==> src/design/bcpd_pkg.sv <==
package bcpd_pkg;

  localparam int TIME_BITS = 32;

  localparam int CFG_IDX_BITS = 3;
  localparam int CFG_DATA_BITS = 16;

  localparam logic [CFG_IDX_BITS-1:0] CFG_PRESSED_LEVEL = 3'd0;
  localparam logic [CFG_IDX_BITS-1:0] CFG_DEBOUNCE_MS   = 3'd1;
  localparam logic [CFG_IDX_BITS-1:0] CFG_LONG_PRESS_MS = 3'd2;
  localparam logic [CFG_IDX_BITS-1:0] CFG_CLICK_GAP_MS  = 3'd3;
  localparam logic [CFG_IDX_BITS-1:0] CFG_MAX_CLICKS    = 3'd4;

  localparam logic [15:0] DEBOUNCE_RST   = 16'd50;
  localparam logic [15:0] LONG_PRESS_RST = 16'd800;
  localparam logic [15:0] CLICK_GAP_RST  = 16'd400;
  localparam logic [3:0]  MAX_CLICKS_RST = 4'd3;

  typedef enum logic [2:0] {
    ST_IDLE     = 3'd0,
    ST_DOWN     = 3'd1,
    ST_UP       = 3'd2,
    ST_COUNT    = 3'd3,
    ST_PRESS    = 3'd4,
    ST_RELEASED = 3'd5
  } state_t;

  typedef enum logic [2:0] {
    EV_NONE   = 3'd0,
    EV_CLICK  = 3'd1,
    EV_DOUBLE = 3'd2,
    EV_TRIPLE = 3'd3,
    EV_LONG   = 3'd4
  } event_t;

  typedef logic [TIME_BITS-1:0] time_t;

  typedef struct packed {
    logic        pin_level;
    logic [31:0] now_ms;
    logic        clear_event;
  } sample_t;

  typedef struct packed {
    logic        pressed_level;
    logic [15:0] debounce_ms;
    logic [15:0] long_press_ms;
    logic [15:0] click_gap_ms;
    logic [3:0]  max_clicks;
  } cfg_t;

endpackage

==> src/design/bcpd_fsm.sv <==
module bcpd_fsm
  import bcpd_pkg::*;
(
  input  logic    clk,
  input  logic    rst_n,
  input  logic    step,
  input  sample_t smp,
  input  cfg_t    cfg,
  output event_t  event_nxt
);

  state_t      state_r, state_nxt;
  state_t      prev_r, prev_nxt;
  time_t       start_r, start_nxt;
  logic [3:0]  count_r, count_nxt;
  event_t      event_r;

  logic   active;
  time_t  now_t;
  time_t  wait_t;
  logic   short_wait;
  logic   go_idle;
  event_t ev_base;

  assign active     = (smp.pin_level == cfg.pressed_level);
  assign now_t      = TIME_BITS'(smp.now_ms);
  assign wait_t     = now_t - start_r;
  assign short_wait = (wait_t < TIME_BITS'(cfg.debounce_ms));
  assign ev_base    = smp.clear_event ? EV_NONE : event_r;

  // burst closes on a quiet gap or once the click limit is reached, or when a long press release settles
  assign go_idle = (state_r == ST_COUNT && !active &&
                    (wait_t > TIME_BITS'(cfg.click_gap_ms) || count_r == cfg.max_clicks)) ||
                   (state_r == ST_RELEASED && !(active && short_wait) && !short_wait);

  // next state
  always_comb begin
    state_nxt = state_r;
    prev_nxt  = prev_r;
    unique case (state_r)
      ST_IDLE: begin
        if (active) begin
          state_nxt = ST_DOWN;
          prev_nxt  = state_r;
        end
      end
      ST_DOWN: begin
        if (!active && short_wait) begin
          state_nxt = prev_r;
          prev_nxt  = state_r;
        end else if (!active) begin
          state_nxt = ST_UP;
          prev_nxt  = state_r;
        end else if (wait_t > TIME_BITS'(cfg.long_press_ms)) begin
          state_nxt = ST_PRESS;
          prev_nxt  = state_r;
        end
      end
      ST_UP, ST_RELEASED: begin
        if (active && short_wait) begin
          state_nxt = prev_r;
          prev_nxt  = state_r;
        end else if (!short_wait) begin
          if (state_r == ST_UP) begin
            state_nxt = ST_COUNT;
            prev_nxt  = state_r;
          end else begin
            state_nxt = ST_IDLE;
            prev_nxt  = ST_IDLE;
          end
        end
      end
      ST_COUNT: begin
        if (active) begin
          state_nxt = ST_DOWN;
          prev_nxt  = state_r;
        end else if (go_idle) begin
          state_nxt = ST_IDLE;
          prev_nxt  = ST_IDLE;
        end
      end
      ST_PRESS: begin
        if (!active) begin
          state_nxt = ST_RELEASED;
          prev_nxt  = state_r;
        end
      end
      default: begin
        state_nxt = ST_IDLE;
        prev_nxt  = state_r;
      end
    endcase
  end

  // timestamp, click count and event
  always_comb begin
    start_nxt = start_r;
    count_nxt = count_r;
    event_nxt = ev_base;
    if (go_idle) begin
      start_nxt = '0;
      count_nxt = '0;
      if (state_r == ST_RELEASED) begin
        event_nxt = EV_LONG;
      end else begin
        unique case (count_r)
          4'd1:    event_nxt = EV_CLICK;
          4'd2:    event_nxt = EV_DOUBLE;
          4'd3:    event_nxt = EV_TRIPLE;
          default: event_nxt = ev_base;
        endcase
      end
    end else begin
      unique case (state_r)
        ST_IDLE: begin
          if (active) begin
            start_nxt = now_t;
            count_nxt = '0;
          end
        end
        ST_DOWN: begin
          if (!active && !short_wait) begin
            start_nxt = now_t;
          end
        end
        ST_UP: begin
          if (!(active && short_wait) && !short_wait) begin
            count_nxt = count_r + 4'd1;
          end
        end
        ST_COUNT: begin
          if (active) begin
            start_nxt = now_t;
          end
        end
        ST_PRESS: begin
          if (!active) begin
            start_nxt = now_t;
          end
        end
        default: begin
        end
      endcase
    end
  end

  always_ff @(posedge clk) begin
    if (!rst_n) begin
      state_r <= ST_IDLE;
      prev_r  <= ST_IDLE;
      start_r <= '0;
      count_r <= '0;
      event_r <= EV_NONE;
    end else if (step) begin
      state_r <= state_nxt;
      prev_r  <= prev_nxt;
      start_r <= start_nxt;
      count_r <= count_nxt;
      event_r <= event_nxt;
    end
  end

endmodule

==> src/design/button_click_press_detector_unit.sv <==
// Button click / long-press detector.
// Input channel (in_valid / in_stall): one transaction per pin sample, carrying
// the raw pin level, a wrapping millisecond timestamp and a clear request for
// the sticky event code.
// Output channel (out_valid / out_stall): one transaction per input sample,
// carrying the event code after that sample (0 none, 1 click, 2 double,
// 3 triple, 4 long press).
// Configuration: cfg_we / cfg_index / cfg_wdata write the pressed level,
// debounce time, long-press time, click gap and click limit; write only while
// no sample is in flight.
// The sample is registered, then the state machine step and event code land
// in the output register. Throughput is one sample per cycle while the output
// is not stalled.
// A stalled output holds its transaction; the input stage keeps accepting
// until it holds a sample that cannot move, then raises in_stall.
// Reset restores the default configuration, idles the state machine and
// clears the event code; no transactions are pending after reset.
module button_click_press_detector_unit
  import bcpd_pkg::*;
(
  input  logic                     clk,
  input  logic                     rst_n,
  input  logic                     in_valid,
  output logic                     in_stall,
  input  logic                     in_pin_level,
  input  logic [31:0]              in_now_ms,
  input  logic                     in_clear_event,
  output logic                     out_valid,
  input  logic                     out_stall,
  output logic [2:0]               out_event_code,
  input  logic                     cfg_we,
  input  logic [CFG_IDX_BITS-1:0]  cfg_index,
  input  logic [CFG_DATA_BITS-1:0] cfg_wdata
);

  cfg_t    cfg_r;
  sample_t smp_r;
  logic    smp_valid_r;
  logic    out_valid_r;
  event_t  out_event_r;
  event_t  event_nxt;
  logic    adv;
  logic    in_take;

  // output register is free when empty or being drained
  assign adv      = smp_valid_r && (!out_valid_r || !out_stall);
  assign in_stall = smp_valid_r && !adv;
  assign in_take  = in_valid && !in_stall;

  always_ff @(posedge clk) begin
    if (!rst_n) begin
      cfg_r.pressed_level <= 1'b0;
      cfg_r.debounce_ms   <= DEBOUNCE_RST;
      cfg_r.long_press_ms <= LONG_PRESS_RST;
      cfg_r.click_gap_ms  <= CLICK_GAP_RST;
      cfg_r.max_clicks    <= MAX_CLICKS_RST;
    end else if (cfg_we) begin
      unique case (cfg_index)
        CFG_PRESSED_LEVEL: cfg_r.pressed_level <= cfg_wdata[0];
        CFG_DEBOUNCE_MS:   cfg_r.debounce_ms   <= cfg_wdata;
        CFG_LONG_PRESS_MS: cfg_r.long_press_ms <= cfg_wdata;
        CFG_CLICK_GAP_MS:  cfg_r.click_gap_ms  <= cfg_wdata;
        CFG_MAX_CLICKS:    cfg_r.max_clicks    <= cfg_wdata[3:0];
        default: begin
        end
      endcase
    end
  end

  always_ff @(posedge clk) begin
    if (!rst_n) begin
      smp_valid_r <= 1'b0;
      out_valid_r <= 1'b0;
    end else begin
      if (in_take) begin
        smp_valid_r <= 1'b1;
      end else if (adv) begin
        smp_valid_r <= 1'b0;
      end
      if (adv) begin
        out_valid_r <= 1'b1;
      end else if (!out_stall) begin
        out_valid_r <= 1'b0;
      end
    end
  end

  always_ff @(posedge clk) begin
    if (in_take) begin
      smp_r.pin_level   <= in_pin_level;
      smp_r.now_ms      <= in_now_ms;
      smp_r.clear_event <= in_clear_event;
    end
    if (adv) begin
      out_event_r <= event_nxt;
    end
  end

  bcpd_fsm u_fsm (
    .clk       (clk),
    .rst_n     (rst_n),
    .step      (adv),
    .smp       (smp_r),
    .cfg       (cfg_r),
    .event_nxt (event_nxt)
  );

  assign out_valid      = out_valid_r;
  assign out_event_code = out_event_r;

`ifndef SYNTHESIS
  a_stall_needs_sample: assert property (@(posedge clk) disable iff (!rst_n)
    in_stall |-> smp_valid_r)
    else $error("input stalled with empty sample stage");

  a_out_kept: assert property (@(posedge clk) disable iff (!rst_n)
    out_valid_r && out_stall |=> out_valid_r)
    else $error("stalled output transaction dropped");

  a_code_range: assert property (@(posedge clk) disable iff (!rst_n)
    out_valid_r |-> (out_event_r == EV_NONE || out_event_r == EV_CLICK ||
                     out_event_r == EV_DOUBLE || out_event_r == EV_TRIPLE ||
                     out_event_r == EV_LONG))
    else $error("event code out of range");

  a_sample_blocked: assert property (@(posedge clk) disable iff (!rst_n)
    smp_valid_r && out_valid_r && out_stall |=> smp_valid_r)
    else $error("sample lost while output stalled");
`endif

endmodule

==> config.mk <==
export PLATFORM = sky130hd
export DESIGN_NAME = button_click_press_detector_unit
export DESIGN_NICKNAME = d
export VERILOG_FILES = /design/src/design/bcpd_pkg.sv /design/src/design/bcpd_fsm.sv /design/src/design/button_click_press_detector_unit.sv
export SDC_FILE = /design/constraint.sdc
export NUM_CORES = 1
export LEC_CHECK = 0
export BUFFER_PORTS_ARGS = -buffer_cell sky130_fd_sc_hd__buf_2
export CORE_MARGIN = 3
export CORE_UTILIZATION = 45
export DETAILED_ROUTE_END_ITERATION = 8
export PLACE_DENSITY_LB_ADDON = 0.08
export SLEW_MARGIN = 10
export SYNTH_ARGS = -nofsm -noshare
export SYNTH_HDL_FRONTEND = slang
export SYNTH_SLANG_ARGS = --single-unit
==> constraint.sdc <==
create_clock -name clk -period 12.4 [get_ports clk]
set_input_delay 1.86 -clock clk [delete_from_list [all_inputs] [get_ports clk]]
set_output_delay 1.86 -clock clk [all_outputs]
set_load 0.05 [all_outputs]
==> load_flow_metrics.sql, run 1 <==
INSERT INTO impl_metrics (metric_group, metric, value, unit) VALUES
('power_and_ir_drop', 'power.share.sequential', '37.3', '%'),
('cts', 'clock_sinks', '137', ''),
('logic_synthesis', 'synth_xor_area_share', '2.46', '%'),
('place', 'place.gp.congestion', '0.894', ''),
('logic_synthesis', 'post_synth_num_cell_types', '75', ''),
('worst_setup_path', 'worstSetupStartpointType', 'flop', ''),
('power_and_ir_drop', 'netSwitchingFraction', '29.5', '%'),
('power_and_ir_drop', 'part_of_the_total_power_dissipated_in_the_clock_network', '41.8', '%'),
('logic_synthesis', 'postSynthRegisterBits', '137', ''),
('logic_synthesis', 'post_synth_edffs', '37', ''),
('logic_synthesis', 'post_synthesis_cell_area', '8900', 'um2'),
('logic_synthesis', 'seq_area_frac_synth', '35.0', '%'),
('detailed_routing', 'vias_per_cell', '5.57', ''),
('die', 'die-area', '21500', 'um2'),
('die', 'placement_rows', '50', ''),
('cts', 'clk_root_buffer_cell', 'sky130_fd_sc_hd__clkbuf_16', ''),
('cts', 'cts-hold-fix-buffers', '0', ''),
('outcome', 'run_status', 'completed', ''),
('detailed_routing', 'detail_route.drc_violations', '0', ''),
('die', 'core_area', '19100', 'um2'),
('global_route', 'grt_antenna_before_repair', '0', ''),
('logic_synthesis', 'synth_warnings', '0', ''),
('timing', 'hold_ws', '0.453', 'ns'),
('flow_run', 'max-cap-violations', '0', ''),
('finish', 'fin_nets', '1259', ''),
('die', 'initial_core_util', '46.6', '%'),
('cts', 'clockBufferDepth', '2', ''),
('cts', 'cts_resized', '0', ''),
('power_and_ir_drop', 'power_frac_comb', '21.0', '%'),
('detailed_routing', 'routed_wirelength', '23000', 'um'),
('logic_synthesis', 'synth_adder_area_share', '11.6', '%'),
('place', 'place_inst', '1360', ''),
('detailed_routing', 'detail_route.iter0.violations', '645', ''),
('die', 'die_h', '147', 'um'),
('logic_synthesis', 'synth_simple_gate_area_share', '19.8', '%'),
('finish', 'antennaDiodeCount', '0', ''),
('logic_synthesis', 'synth_top_area_share', '22.5', '%'),
('finish', 'area_growth_syn_to_layout', '12.7', '%'),
('finish', 'final_core_utilization', '52.6', '%'),
('worst_setup_path', 'critical_path_required', '12.69', 'ns'),
('worst_setup_path', 'critPathArrivalTime', '6.07', 'ns'),
('worst_setup_path', 'critical_path.max_fanout', '36', ''),
('worst_setup_path', 'cp-end-kind', 'flop', ''),
('finish', 'share_of_layout_cells_above_drive_strength_1', '9.81', '%'),
('power_and_ir_drop', 'peakVddDrop', '86.5', 'uV'),
('power_and_ir_drop', 'p_leak', '3.79', 'nW'),
('timing', 'clock.fmax', '0.173', 'GHz'),
('die', 'die_width', '147', 'um'),
('logic_synthesis', 'mappedNetlistNets', '1217', ''),
('place', 'place_hpwl', '16600', 'um'),
('cts', 'tritoncts', 'built', ''),
('place', 'place.port_buffers', '62', ''),
('timing', 'timing.slew.headroom', '24.6', '%'),
('power_and_ir_drop', 'internal-power', '0.925', 'mW'),
('logic_synthesis', 'synth_area_leader_cell', 'sky130_fd_sc_hd__dfxtp_1', ''),
('global_route', 'grt_start_max_net_pins', '85', ''),
('timing', 'finalWorstPathRequiredPeriod', '5.78', 'ns'),
('logic_synthesis', 'synth_flop_cell', 'sky130_fd_sc_hd__dfxtp_1', ''),
('logic_synthesis', 'syn_area_per_cell', '8.26', 'um2'),
('die', 'ios', '63', ''),
('timing', 'final_max_slew_viol_count', '0', ''),
('timing', 'finalSetupViolations', '0', ''),
('cts', 'post-cts-setup-buffer-count', '0', ''),
('cts', 'cts_htree_levels', '4', ''),
('power_and_ir_drop', 'switching_power', '0.387', 'mW'),
('timing', 'rsz0062_at_grt', 'no', ''),
('global_route', 'first_global_vias', '7201', ''),
('global_route', 'grt_first_pass_wirelength', '37700', 'um'),
('detailed_routing', 'post_drt_wl_per_cell', '16.6', 'um'),
('logic_synthesis', 'synth_compound_area_share', '20.9', '%'),
('logic_synthesis', 'gate_count_post_synth', '1077', '');
## synth_stat cells (4+ instances only)
| master | instances |
|---|---|
| sky130_fd_sc_hd__edfxtp_1 | 37 |
| sky130_fd_sc_hd__nor4_1 | 9 |
| sky130_fd_sc_hd__a211oi_1 | 10 |
| sky130_fd_sc_hd__a31oi_1 | 5 |
| sky130_fd_sc_hd__nand2b_1 | 7 |
| sky130_fd_sc_hd__nand4_1 | 15 |
| sky130_fd_sc_hd__o21bai_1 | 4 |
| sky130_fd_sc_hd__xor2_1 | 8 |
| sky130_fd_sc_hd__and3_1 | 8 |
| sky130_fd_sc_hd__a21o_1 | 26 |
| sky130_fd_sc_hd__nor2_1 | 42 |
| sky130_fd_sc_hd__nand2_1 | 175 |
| sky130_fd_sc_hd__mux2i_1 | 37 |
| sky130_fd_sc_hd__ha_1 | 81 |
| sky130_fd_sc_hd__or3_1 | 4 |
| sky130_fd_sc_hd__o21ai_0 | 33 |
| sky130_fd_sc_hd__a21oi_1 | 102 |
| sky130_fd_sc_hd__and2_1 | 6 |
| sky130_fd_sc_hd__xnor2_1 | 17 |
| sky130_fd_sc_hd__clkbuf_1 | 40 |
| sky130_fd_sc_hd__or2_2 | 6 |
| sky130_fd_sc_hd__and4_1 | 4 |
| sky130_fd_sc_hd__nor3_1 | 18 |
| sky130_fd_sc_hd__nor2b_1 | 12 |
| sky130_fd_sc_hd__nand3_1 | 57 |
| sky130_fd_sc_hd__o211ai_1 | 18 |
| sky130_fd_sc_hd__o32ai_1 | 4 |
| sky130_fd_sc_hd__o21a_1 | 17 |
| sky130_fd_sc_hd__o31ai_1 | 7 |
| sky130_fd_sc_hd__inv_1 | 96 |
| sky130_fd_sc_hd__dfxtp_1 | 100 |
## kinds of logic after synthesis
kind of cell,Yosys count
multiplexers,37
AO/OA/AOI/OAI,278
flip-flops,137
XOR/XNOR,25
AND/OR/NAND/NOR,377
adder cells (fa/ha/maj),82
buffers and inverters,141
## sequential cells by signal (all words and copies together), names as in the netlist
| signal | flops |
|---|---|
| smp_r | 34 |
| u_fsm.start_r | 32 |
| u_fsm.state_r | 3 |
| out_valid | 1 |
| u_fsm.count_r | 4 |
| u_fsm.prev_r | 3 |
| smp_valid_r | 1 |
| out_event_code | 3 |
| cfg_r | 53 |
| u_fsm.event_r | 3 |
## layout make-up
cell class	count	area (um2)
clock buffer	19	433
clock inverter	13	195
fill	1835	9050
inverter	97	364
multi-input combinational	799	5260
sequential	137	3110
tap	260	325
timing repair buffer	67	348
## layer usage
layer  GRT usage [%]  wire length [um]
met2            33.1             10200
met3            3.79              1100
met1            31.3             11400
met5               0                 0
met4            5.69               301
## critical path: stages, from the launching register on
cell	delay (ns)
sky130_fd_sc_hd__edfxtp_1	0.39
sky130_fd_sc_hd__ha_1	0.39
sky130_fd_sc_hd__a21o_1	0.23
sky130_fd_sc_hd__a31o_1	0.23
sky130_fd_sc_hd__o21a_1	0.25
sky130_fd_sc_hd__nor3_1	0.30
sky130_fd_sc_hd__o21ai_0	0.23
sky130_fd_sc_hd__a31oi_1	0.25
sky130_fd_sc_hd__xnor2_1	0.14
sky130_fd_sc_hd__ha_1	0.32
sky130_fd_sc_hd__nand4_1	0.11
sky130_fd_sc_hd__or2_2	0.32
sky130_fd_sc_hd__o32ai_1	0.36
sky130_fd_sc_hd__nand2_1	0.09
sky130_fd_sc_hd__nand4b_1	0.30
sky130_fd_sc_hd__a22oi_4	1.00
sky130_fd_sc_hd__a31oi_4	0.14
sky130_fd_sc_hd__buf_4	0.37
sky130_fd_sc_hd__mux2i_1	0.18
## cell usage in the layout, fill, tap and decap left out, types with 33 or more instances in the layout
master / n
sky130_fd_sc_hd__dfxtp_1: 100
sky130_fd_sc_hd__buf_2: 62
sky130_fd_sc_hd__o21ai_0: 33
sky130_fd_sc_hd__nand2_1: 175
sky130_fd_sc_hd__ha_1: 81
sky130_fd_sc_hd__inv_1: 96
sky130_fd_sc_hd__a21oi_1: 102
sky130_fd_sc_hd__mux2i_1: 37
sky130_fd_sc_hd__edfxtp_1: 37
sky130_fd_sc_hd__nor2_1: 42
sky130_fd_sc_hd__nand3_1: 57
## through the flow
stage	cell area, um2	setup slack [ns]	power, mW
after floorplan	8900	7.95	0.695
after global placement	9410	6.78	0.767
after detailed placement	9410	6.64	0.768
after CTS	10000	6.62	1.32
after global routing	10000	6.10	1.38
final	10000	6.62	1.31
## worst paths after layout
| check | end | slack, ns | cells past startpoint | from |
|---|---|---|---|---|
| min | cfg_r[7] | 0.45 | 2 | cfg_r[7] |
| max | u_fsm.start_r[10] | 6.62 | 18 | smp_r[5] |
| max reg2reg | u_fsm.start_r[10] | 6.62 | 18 | smp_r[5] |
| min reg2reg | cfg_r[7] | 0.45 | 2 | cfg_r[7] |
## power groups by stage
stage	Sequential, mW	Clock (mW)	Combinational (mW)
global placement	0.498	0	0.269
finish	0.489	0.548	0.275
global route	0.491	0.584	0.309
floorplan	0.496	0	0.199
CTS	0.489	0.561	0.274
detailed placement	0.498	0	0.270
Note: power is estimated with default switching activity, not from simulation.
==> run 2: changes to the inputs <==
ABC_AREA = 1   (was not set)
clock period = 5.7 ns   (was 12.4 ns; I/O delays follow)
==> run 2 against run 1 <==
Sequential power increased by 120%. Via count up 12%. Clock skew rose by 0.0012 ns. Critical endpoint is now u_fsm.start_r[1]. Clock-buffer cell count grew 4. Worst hold slack improved by 0.011 ns. Critical path type unchanged. Critical path depth grew 1. Clock power grew 120%. Routed wire length increased by 5.1%. Highest routed layer unchanged. Sequential cell count is the same.
==> load_flow_metrics.sql, run 2 <==
INSERT INTO impl_metrics (metric_group, metric, value, unit) VALUES
('detailed_routing', 'vias_per_cell', '4.90', ''),
('place', 'place.gp.congestion', '0.905', ''),
('min_path', 'min-delay-path-class', 'flop to flop', ''),
('finish', 'share_of_layout_cells_above_drive_strength_1', '10.9', '%'),
('timing', 'layout_worst_path_cycle_share', '80.4', '%'),
('timing', 'timing_worst_slew_pin_value', '0.970', 'ns'),
('logic_synthesis', 'ys_top_cells_by_count', 'sky130_fd_sc_hd__nand2_1 (413), sky130_fd_sc_hd__inv_1 (252), sky130_fd_sc_hd__nor2_1 (135), sky130_fd_sc_hd__a21oi_1 (119), sky130_fd_sc_hd__dfxtp_1 (100)', ''),
('worst_setup_path', 'worst_path_dominant_cell_family', 'simple AND/OR/NAND/NOR gates', ''),
('finish', 'area_growth_syn_to_layout', '11.5', '%'),
('worst_setup_path', 'cp.buffers_inverters', '1', ''),
('global_route', 'grt_antenna_before_repair', '0', ''),
('logic_synthesis', 'postSynthRegisterBits', '137', ''),
('die', 'die_h', '152', 'um'),
('global_route', 'globalRouteTotalUtil', '21.4', '%'),
('cts', 'cts_htree_levels', '4', ''),
('logic_synthesis', 'yosys-top-cells-area', 'sky130_fd_sc_hd__dfxtp_1 (21%), sky130_fd_sc_hd__nand2_1 (16%), sky130_fd_sc_hd__edfxtp_1 (12%)', ''),
('logic_synthesis', 'synth.most_common_cell', 'sky130_fd_sc_hd__nand2_1', ''),
('flow_run', 'max-cap-violations', '0', ''),
('finish', 'antennaDiodeCount', '0', ''),
('timing', 'finalSetupViolations', '0', ''),
('finish', 'layout_commonest_cell', 'sky130_fd_sc_hd__nand2_1', ''),
('global_route', 'globalRouteOverflowTotal', '0', ''),
('finish', 'filler_cell_count', '2093', ''),
('worst_setup_path', 'critical_path.max_stage_delay', '0.46', 'ns'),
('detailed_routing', 'vias', '8662', ''),
('worst_setup_path', 'worstSetupStartpointType', 'flop', ''),
('timing', 'timing.slew.headroom', '35.3', '%'),
('place', 'place_hpwl', '18400', 'um'),
('finish', 'multiInputGateArea', '5370', 'um2'),
('cts', 'cts_resized', '0', ''),
('timing', 'clock.fmax', '0.218', 'GHz'),
('worst_setup_path', 'critical_path_class', 'flop to flop', ''),
('worst_setup_path', 'worst_path_cell_trace', 'ha_1, nand2_1, nor2_1, nand3_1, nand3_1, xor2_1, ha_1, nand2_1, nor2_1, a211oi_1, o221ai_1, a21oi_1, nand3_2, nand2_1, nand2_4, clkinv_4, nand2_8, a21oi_1, nor2_1', ''),
('timing', 'final.setup.tns', '0', 'ns'),
('die', 'ios', '63', ''),
('die', 'initial_core_util', '46.8', '%'),
('finish', 'seq_area', '3110', 'um2'),
('logic_synthesis', 'portion_of_netlist_area_occupied_by_mux_cells', '0', '%'),
('detailed_routing', 'drt.antenna.violating_nets', '0', ''),
('die', 'placement_rows', '52', ''),
('cts', 'clockBufferDepth', '2', ''),
('detailed_routing', 'post_drt_wl_per_cell', '13.7', 'um'),
('worst_setup_path', 'critical_path_required', '6.02', 'ns'),
('logic_synthesis', 'post_synthesis_cell_area', '9650', 'um2'),
('logic_synthesis', 'synth-async-reset-ratio', '0', '%'),
('logic_synthesis', 'synth_top_area_share', '20.7', '%'),
('place', 'place.port_buffers', '62', ''),
('finish', 'mostFrequentLayoutCells', 'sky130_fd_sc_hd__nand2_1 (413), sky130_fd_sc_hd__inv_1 (252), sky130_fd_sc_hd__nor2_1 (134), sky130_fd_sc_hd__a21oi_1 (119), sky130_fd_sc_hd__dfxtp_1 (100)', ''),
('detailed_routing', 'detail_route.iter0.violations', '552', ''),
('finish', 'final_core_utilization', '52.2', '%'),
('logic_synthesis', 'synth_flop_cell', 'sky130_fd_sc_hd__dfxtp_1', ''),
('place', 'placement.cell_area', '10100', 'um2'),
('cts', 'clock_sinks', '137', ''),
('cts', 'clk_pin_slew', '0.06', 'ns'),
('logic_synthesis', 'synth_xor_area_share', '1.81', '%'),
('global_route', 'grt_first_pass_wirelength', '41200', 'um'),
('cts', 'cts-hold-fix-buffers', '0', ''),
('logic_synthesis', 'syn_area_per_cell', '6.74', 'um2'),
('worst_setup_path', 'cp_slowest_cell', 'sky130_fd_sc_hd__a21oi_1', ''),
('timing', 'hold_viol_final', '0', ''),
('power_and_ir_drop', 'p_per_area', '288', 'nW/um2'),
('cts', 'clk_root_buffer_cell', 'sky130_fd_sc_hd__clkbuf_16', ''),
('finish', 'largest_register', 'cfg_r', ''),
('finish', 'fin_nets', '1623', ''),
('timing', 'final_max_slew_viol_count', '0', ''),
('finish', 'reg_top3', 'cfg_r: 53 flops, smp_r: 34 flops, u_fsm.start_r: 32 flops', ''),
('power_and_ir_drop', 'peakVddDrop', '185', 'uV'),
('logic_synthesis', 'mappedNetlistNets', '1573', ''),
('cts', 'cts-buffers-inserted', '17', ''),
('logic_synthesis', 'post_synth_edffs', '37', ''),
('logic_synthesis', 'gate_count_post_synth', '1433', ''),
('cts', 'post-cts-setup-buffer-count', '0', ''),
('logic_synthesis', 'synth_area_leader_cell', 'sky130_fd_sc_hd__dfxtp_1', ''),
('timing', 'fin_worst_skew', '0.0102', 'ns'),
('worst_setup_path', 'critPathArrivalTime', '4.90', 'ns'),
('die', 'die-area', '23200', 'um2'),
('logic_synthesis', 'post_synth_num_cell_types', '45', ''),
('timing', 'finalWorstPathRequiredPeriod', '4.58', 'ns'),
('die', 'core_area', '20600', 'um2'),
('outcome', 'run_status', 'completed', ''),
('logic_synthesis', 'synth_adder_area_share', '10.7', '%'),
('detailed_routing', 'detail_route.drc_violations', '0', ''),
('worst_setup_path', 'critical_path.max_fanout', '64', ''),
('worst_setup_path', 'r2r_setup_slack', '1.12', 'ns'),
('detailed_routing', 'detailedRoute.firstPassIterationCount', '5', ''),
('timing', 'rsz0062_at_grt', 'no', ''),
('logic_synthesis', 'synth_warnings', '0', ''),
('power_and_ir_drop', 'p_leak', '5.34', 'nW'),
('finish', 'design_area_final', '10800', 'um2'),
('die', 'die_width', '152', 'um'),
('global_route', 'first_global_vias', '8279', ''),
('cts', 'clk_latency', '0.43', 'ns'),
('cts', 'tritoncts', 'built', ''),
('global_route', 'grt_start_max_net_pins', '90', ''),
('detailed_routing', 'routed_wirelength', '24200', 'um'),
('logic_synthesis', 'synth_simple_gate_area_share', '31.7', '%'),
('logic_synthesis', 'seq_area_frac_synth', '32.3', '%'),
('logic_synthesis', 'synth_compound_area_share', '11.4', '%'),
('logic_synthesis', 'largest_family_of_logic_cells_by_synthesized_area', 'simple AND/OR/NAND/NOR gates', ''),
('finish', 'largest_reg_flops', '53', ''),
('worst_setup_path', 'cp-end-kind', 'flop', '');
run 2: changes by cell type in the layout (fill, tap and decap cells not counted), moves of 16 or more:
cell | before | now
sky130_fd_sc_hd__inv_1 | 96 | 252
sky130_fd_sc_hd__nand3_2 | 0 | 30
sky130_fd_sc_hd__mux2i_1 | 37 | 0
sky130_fd_sc_hd__a21o_1 | 26 | 2
sky130_fd_sc_hd__nand2_1 | 175 | 413
sky130_fd_sc_hd__o21ai_0 | 33 | 63
sky130_fd_sc_hd__o21a_1 | 17 | 1
sky130_fd_sc_hd__nor2_1 | 42 | 134
sky130_fd_sc_hd__a21oi_1 | 102 | 119
run 2: report_power, final:
group          switching (mW)  internal [mW]  leakage, nW  total [mW]
Sequential             0.0265           1.05         1.18        1.08
Clock                   0.442          0.742        0.308        1.18
Combinational           0.543          0.290         3.86       0.833
Total                    1.01           2.08         5.34        3.10
run 2: final timing paths:
| path | cells after the start | start | endpoint |
|---|---|---|---|
| worst max-delay path | 19 | smp_r[8] | u_fsm.start_r[1] |
| worst min-delay path | 2 | cfg_r[39] | cfg_r[39] |
| worst max register to register | 19 | smp_r[8] | u_fsm.start_r[1] |
| worst min register to register | 2 | cfg_r[39] | cfg_r[39] |
run 2: cell type report:
class / count / share of cell area, %
clock buffers: 23 / 4.55
clock inverters: 9 / 1.24
inverters: 260 / 9.12
multi-input cells: 1002 / 49.9
flip-flops and latches: 137 / 28.9
well taps: 270 / 3.14
repair buffers: 65 / 3.09
run 2: cells by family (layout without fill, tap and decap cells):
kind of cell | count (synthesis) | after routing
buffers and inverters | 294 | 357
adder cells (fa/ha/maj) | 82 | 82
flip-flops | 137 | 137
AO/OA/AOI/OAI | 206 | 206
AND/OR/NAND/NOR | 694 | 694
XOR/XNOR | 20 | 20
run 2: stage by stage:
step                      hold WS [ns]  power [mW]  cells  setup slack [ns]
final                            0.464        3.10   1766              1.12
after global routing             0.479        3.31   1766             0.517
after CTS                        0.465        3.12   1766              1.02
after detailed placement         0.456        1.93   1734              1.05
after global placement           0.451        1.92   1734              1.08
after floorplan                  0.435        1.73   1433              2.27
run 2: metal layers:
metal	part of all wire [%]	vias up	track usage, %	wire length, um
met5	0	-	0	0
met4	1.9	0	6.49	472
met3	3.9	32	3.49	949
met2	44	171	34.3	10700
met1	50	3842	29.9	12100
li1	-	4617	-	-
run 2: worst reg2reg max path, cell delays in order (launching register included):
cell	delay, ns
sky130_fd_sc_hd__edfxtp_1	0.41
sky130_fd_sc_hd__ha_1	0.41
sky130_fd_sc_hd__nand2_1	0.13
sky130_fd_sc_hd__nor2_1	0.22
sky130_fd_sc_hd__nand3_1	0.12
sky130_fd_sc_hd__nand3_1	0.18
sky130_fd_sc_hd__xor2_1	0.37
sky130_fd_sc_hd__ha_1	0.31
sky130_fd_sc_hd__nand2_1	0.09
sky130_fd_sc_hd__nor2_1	0.05
sky130_fd_sc_hd__a211oi_1	0.21
sky130_fd_sc_hd__o221ai_1	0.13
sky130_fd_sc_hd__a21oi_1	0.46
sky130_fd_sc_hd__nand3_2	0.21
sky130_fd_sc_hd__nand2_1	0.18
sky130_fd_sc_hd__nand2_4	0.08
sky130_fd_sc_hd__clkinv_4	0.21
sky130_fd_sc_hd__nand2_8	0.31
sky130_fd_sc_hd__a21oi_1	0.34
sky130_fd_sc_hd__nor2_1	0.06
==> run 3: changes to the inputs <==
clock period = 4.7 ns   (was 5.7 ns; I/O delays follow)
==> run 3 against run 2 <==
Routed wire length increased by 0.99%. Combinational power increased by 22%. Clock-buffer cell count increased by 2. Critical endpoint is now u_fsm.start_r[13]. Largest power group unchanged.
==> load_flow_metrics.sql, run 3 (synthesized netlist as in run 2, its figures left out) <==
INSERT INTO impl_metrics (metric_group, metric, value, unit) VALUES
('outcome', 'run_status', 'completed', ''),
('die', 'ios', '63', ''),
('global_route', 'grt_antenna_before_repair', '0', ''),
('timing', 'timing.slew.headroom', '42.2', '%'),
('timing', 'timing_worst_slew_pin_value', '0.860', 'ns'),
('finish', 'fin_nets', '1625', ''),
('global_route', 'grtUsageMet3', '3.55', '%'),
('cts', 'clock_sinks', '137', ''),
('timing', 'finalSetupViolations', '0', ''),
('finish', 'share_of_layout_cells_above_drive_strength_1', '11.1', '%'),
('timing', 'hold_viol_final', '0', ''),
('global_route', 'globalRouteTotalUtil', '21.4', '%'),
('worst_setup_path', 'critical_path_required', '5.07', 'ns'),
('die', 'die-area', '23200', 'um2'),
('die', 'initial_core_util', '46.8', '%'),
('timing', 'layout_worst_path_cycle_share', '90.4', '%'),
('timing', 'finalWorstPathRequiredPeriod', '4.25', 'ns'),
('place', 'place.port_buffers', '62', ''),
('detailed_routing', 'drt.antenna.violating_nets', '0', ''),
('timing', 'final_max_slew_viol_count', '0', ''),
('place', 'place_inst', '1736', ''),
('cts', 'clk_latency', '0.43', 'ns'),
('timing', 'final.setup.tns', '0', 'ns'),
('global_route', 'grt_first_pass_wirelength', '40800', 'um'),
('global_route', 'met2_grt_util', '35.2', '%'),
('global_route', 'grt_most_used_layer', 'met2', ''),
('worst_setup_path', 'r2r_setup_slack', '0.45', 'ns'),
('cts', 'cts_resized', '0', ''),
('cts', 'cts_htree_levels', '4', ''),
('worst_setup_path', 'worstSetupStartpointType', 'flop', ''),
('die', 'placement_rows', '52', ''),
('detailed_routing', 'detailedRoute.firstPassIterationCount', '8', ''),
('global_route', 'grt_start_max_net_pins', '65', ''),
('worst_setup_path', 'timing.reg2reg.worst_path_depth', '21', ''),
('power_and_ir_drop', 'post-layout-total-power', '3.77', 'mW'),
('die', 'die_width', '152', 'um'),
('finish', 'largest_reg_flops', '53', ''),
('cts', 'clockBufferDepth', '2', ''),
('cts', 'cts-hold-fix-buffers', '0', ''),
('die', 'core_area', '20600', 'um2'),
('power_and_ir_drop', 'p_per_area', '349', 'nW/um2'),
('worst_setup_path', 'critPathArrivalTime', '4.61', 'ns'),
('timing', 'hold_ws', '0.443', 'ns'),
('min_path', 'whs_path_depth', '1', ''),
('global_route', 'globalRouteOverflowTotal', '0', ''),
('finish', 'area_growth_syn_to_layout', '11.8', '%'),
('detailed_routing', 'detail_route.drc_violations', '0', ''),
('finish', 'antennaDiodeCount', '0', ''),
('detailed_routing', 'post_drt_wl_per_cell', '13.8', 'um'),
('worst_setup_path', 'critical_path.max_fanout', '33', ''),
('min_path', 'whs_endpoint', 'smp_r[23]', ''),
('finish', 'reg_top3', 'cfg_r: 53 flops, smp_r: 34 flops, u_fsm.start_r: 32 flops', ''),
('power_and_ir_drop', 'p_leak', '5.36', 'nW'),
('global_route', 'grt_use_met1', '29.5', '%'),
('min_path', 'min-delay-path-class', 'input port to flop', ''),
('cts', 'tritoncts', 'built', ''),
('cts', 'clk_pin_slew', '0.07', 'ns'),
('cts', 'post-cts-setup-buffer-count', '0', ''),
('detailed_routing', 'routed_wirelength', '24500', 'um'),
('timing', 'rsz0062_at_grt', 'no', ''),
('cts', 'clk_root_buffer_cell', 'sky130_fd_sc_hd__clkbuf_16', ''),
('worst_setup_path', 'reg2reg_to', 'u_fsm.start_r[13]', ''),
('place', 'place.gp.congestion', '0.895', ''),
('place', 'place_hpwl', '18900', 'um'),
('die', 'die_h', '152', 'um'),
('worst_setup_path', 'cp-end-kind', 'flop', ''),
('min_path', 'start_point_of_the_worst_hold_path', 'in_now_ms[22]', ''),
('finish', 'mostFrequentLayoutCells', 'sky130_fd_sc_hd__nand2_1 (413), sky130_fd_sc_hd__inv_1 (252), sky130_fd_sc_hd__nor2_1 (134), sky130_fd_sc_hd__a21oi_1 (119), sky130_fd_sc_hd__dfxtp_1 (100)', ''),
('flow_run', 'max-cap-violations', '0', ''),
('global_route', 'first_global_vias', '8249', ''),
('timing', 'clock.fmax', '0.235', 'GHz'),
('worst_setup_path', 'critical_path_class', 'flop to flop', ''),
('detailed_routing', 'detail_route.iter0.violations', '425', ''),
('finish', 'layout_commonest_cell', 'sky130_fd_sc_hd__nand2_1', ''),
('finish', 'largest_register', 'cfg_r', ''),
('power_and_ir_drop', 'peakVddDrop', '206', 'uV'),
('worst_setup_path', 'r2r_start', 'smp_r[8]', ''),
('detailed_routing', 'vias_per_cell', '4.91', ''),
('detailed_routing', 'vias', '8686', ''),
('timing', 'fin_worst_skew', '0.0106', 'ns'),
('cts', 'cts-buffers-inserted', '17', ''),
('finish', 'final_cell_count_no_fill', '1768', '');
run 3: changes by cell type in the layout (fill, tap and decap cells not counted), moves of 2 or more:
cell,delta
sky130_fd_sc_hd__clkbuf_16,+3
sky130_fd_sc_hd__buf_4,+2
sky130_fd_sc_hd__bufinv_16,-2
sky130_fd_sc_hd__clkbuf_1,-2
run 3: layout make-up:
| type | count | area [um2] |
|---|---|---|
| Timing Repair Buffer | 67 | 348 |
| Multi-Input combinational cell | 1002 | 5370 |
| Clock inverter | 7 | 71.3 |
| Tap cell | 270 | 338 |
| Sequential cell | 137 | 3110 |
| Inverter | 260 | 981 |
| Clock buffer | 25 | 571 |
| Fill cell | 2074 | 9830 |
run 3: how the worst max path moves through the flow:
stage | start | end
after floorplan | smp_r[8] | u_fsm.start_r[20]
after global placement | smp_r[8] | u_fsm.start_r[16]
after detailed placement | smp_r[8] | u_fsm.start_r[13]
after CTS | smp_r[8] | u_fsm.start_r[13]
after global routing | smp_r[8] | u_fsm.start_r[13]
final | smp_r[8] | u_fsm.start_r[13]
run 3: where the power goes:
group | switching (mW) | internal [mW] | total [mW] | leakage (nW)
clock network | 0.542 | 0.900 | 1.44 | 0.317
logic | 0.665 | 0.358 | 1.02 | 3.87
registers | 0.0316 | 1.28 | 1.31 | 1.18
total | 1.24 | 2.53 | 3.77 | 5.36
run 3: worst max-delay path, cell delays in order, from the launching register on:
cell and delay (ns):
sky130_fd_sc_hd__edfxtp_1 0.40, sky130_fd_sc_hd__ha_1 0.42, sky130_fd_sc_hd__nand2_1 0.13, sky130_fd_sc_hd__nor2_1 0.18, sky130_fd_sc_hd__nand3_1 0.16, sky130_fd_sc_hd__nand3b_4 0.13, sky130_fd_sc_hd__xor2_1 0.39, sky130_fd_sc_hd__ha_1 0.33
sky130_fd_sc_hd__a21oi_1 0.16, sky130_fd_sc_hd__nor2_1 0.05, sky130_fd_sc_hd__a211oi_1 0.16, sky130_fd_sc_hd__o221ai_1 0.13, sky130_fd_sc_hd__a21oi_1 0.28, sky130_fd_sc_hd__nand3_2 0.17, sky130_fd_sc_hd__nand2_1 0.18, sky130_fd_sc_hd__nand2_4 0.08
sky130_fd_sc_hd__clkinv_4 0.07, sky130_fd_sc_hd__buf_4 0.33, sky130_fd_sc_hd__nand2_1 0.13, sky130_fd_sc_hd__nand3_2 0.09, sky130_fd_sc_hd__nand2_1 0.06, sky130_fd_sc_hd__nor2_1 0.10
run 3: layer usage:
layer	wire (um)	share of wire, %
met2	11100	45
met3	761	3.1
met4	350	1.4
met1	12300	50
met5	0	0
run 3: per-stage QoR:
stage | setup slack [ns] | area (um2) | util, %
after global placement | 0.431 | 10200 | 49.2
after global routing | 0.0220 | 10800 | 52.3
after detailed placement | 0.426 | 10200 | 49.2
final | 0.452 | 10800 | 52.3
after CTS | 0.398 | 10800 | 52.3
after floorplan | 1.27 | 9650 | -
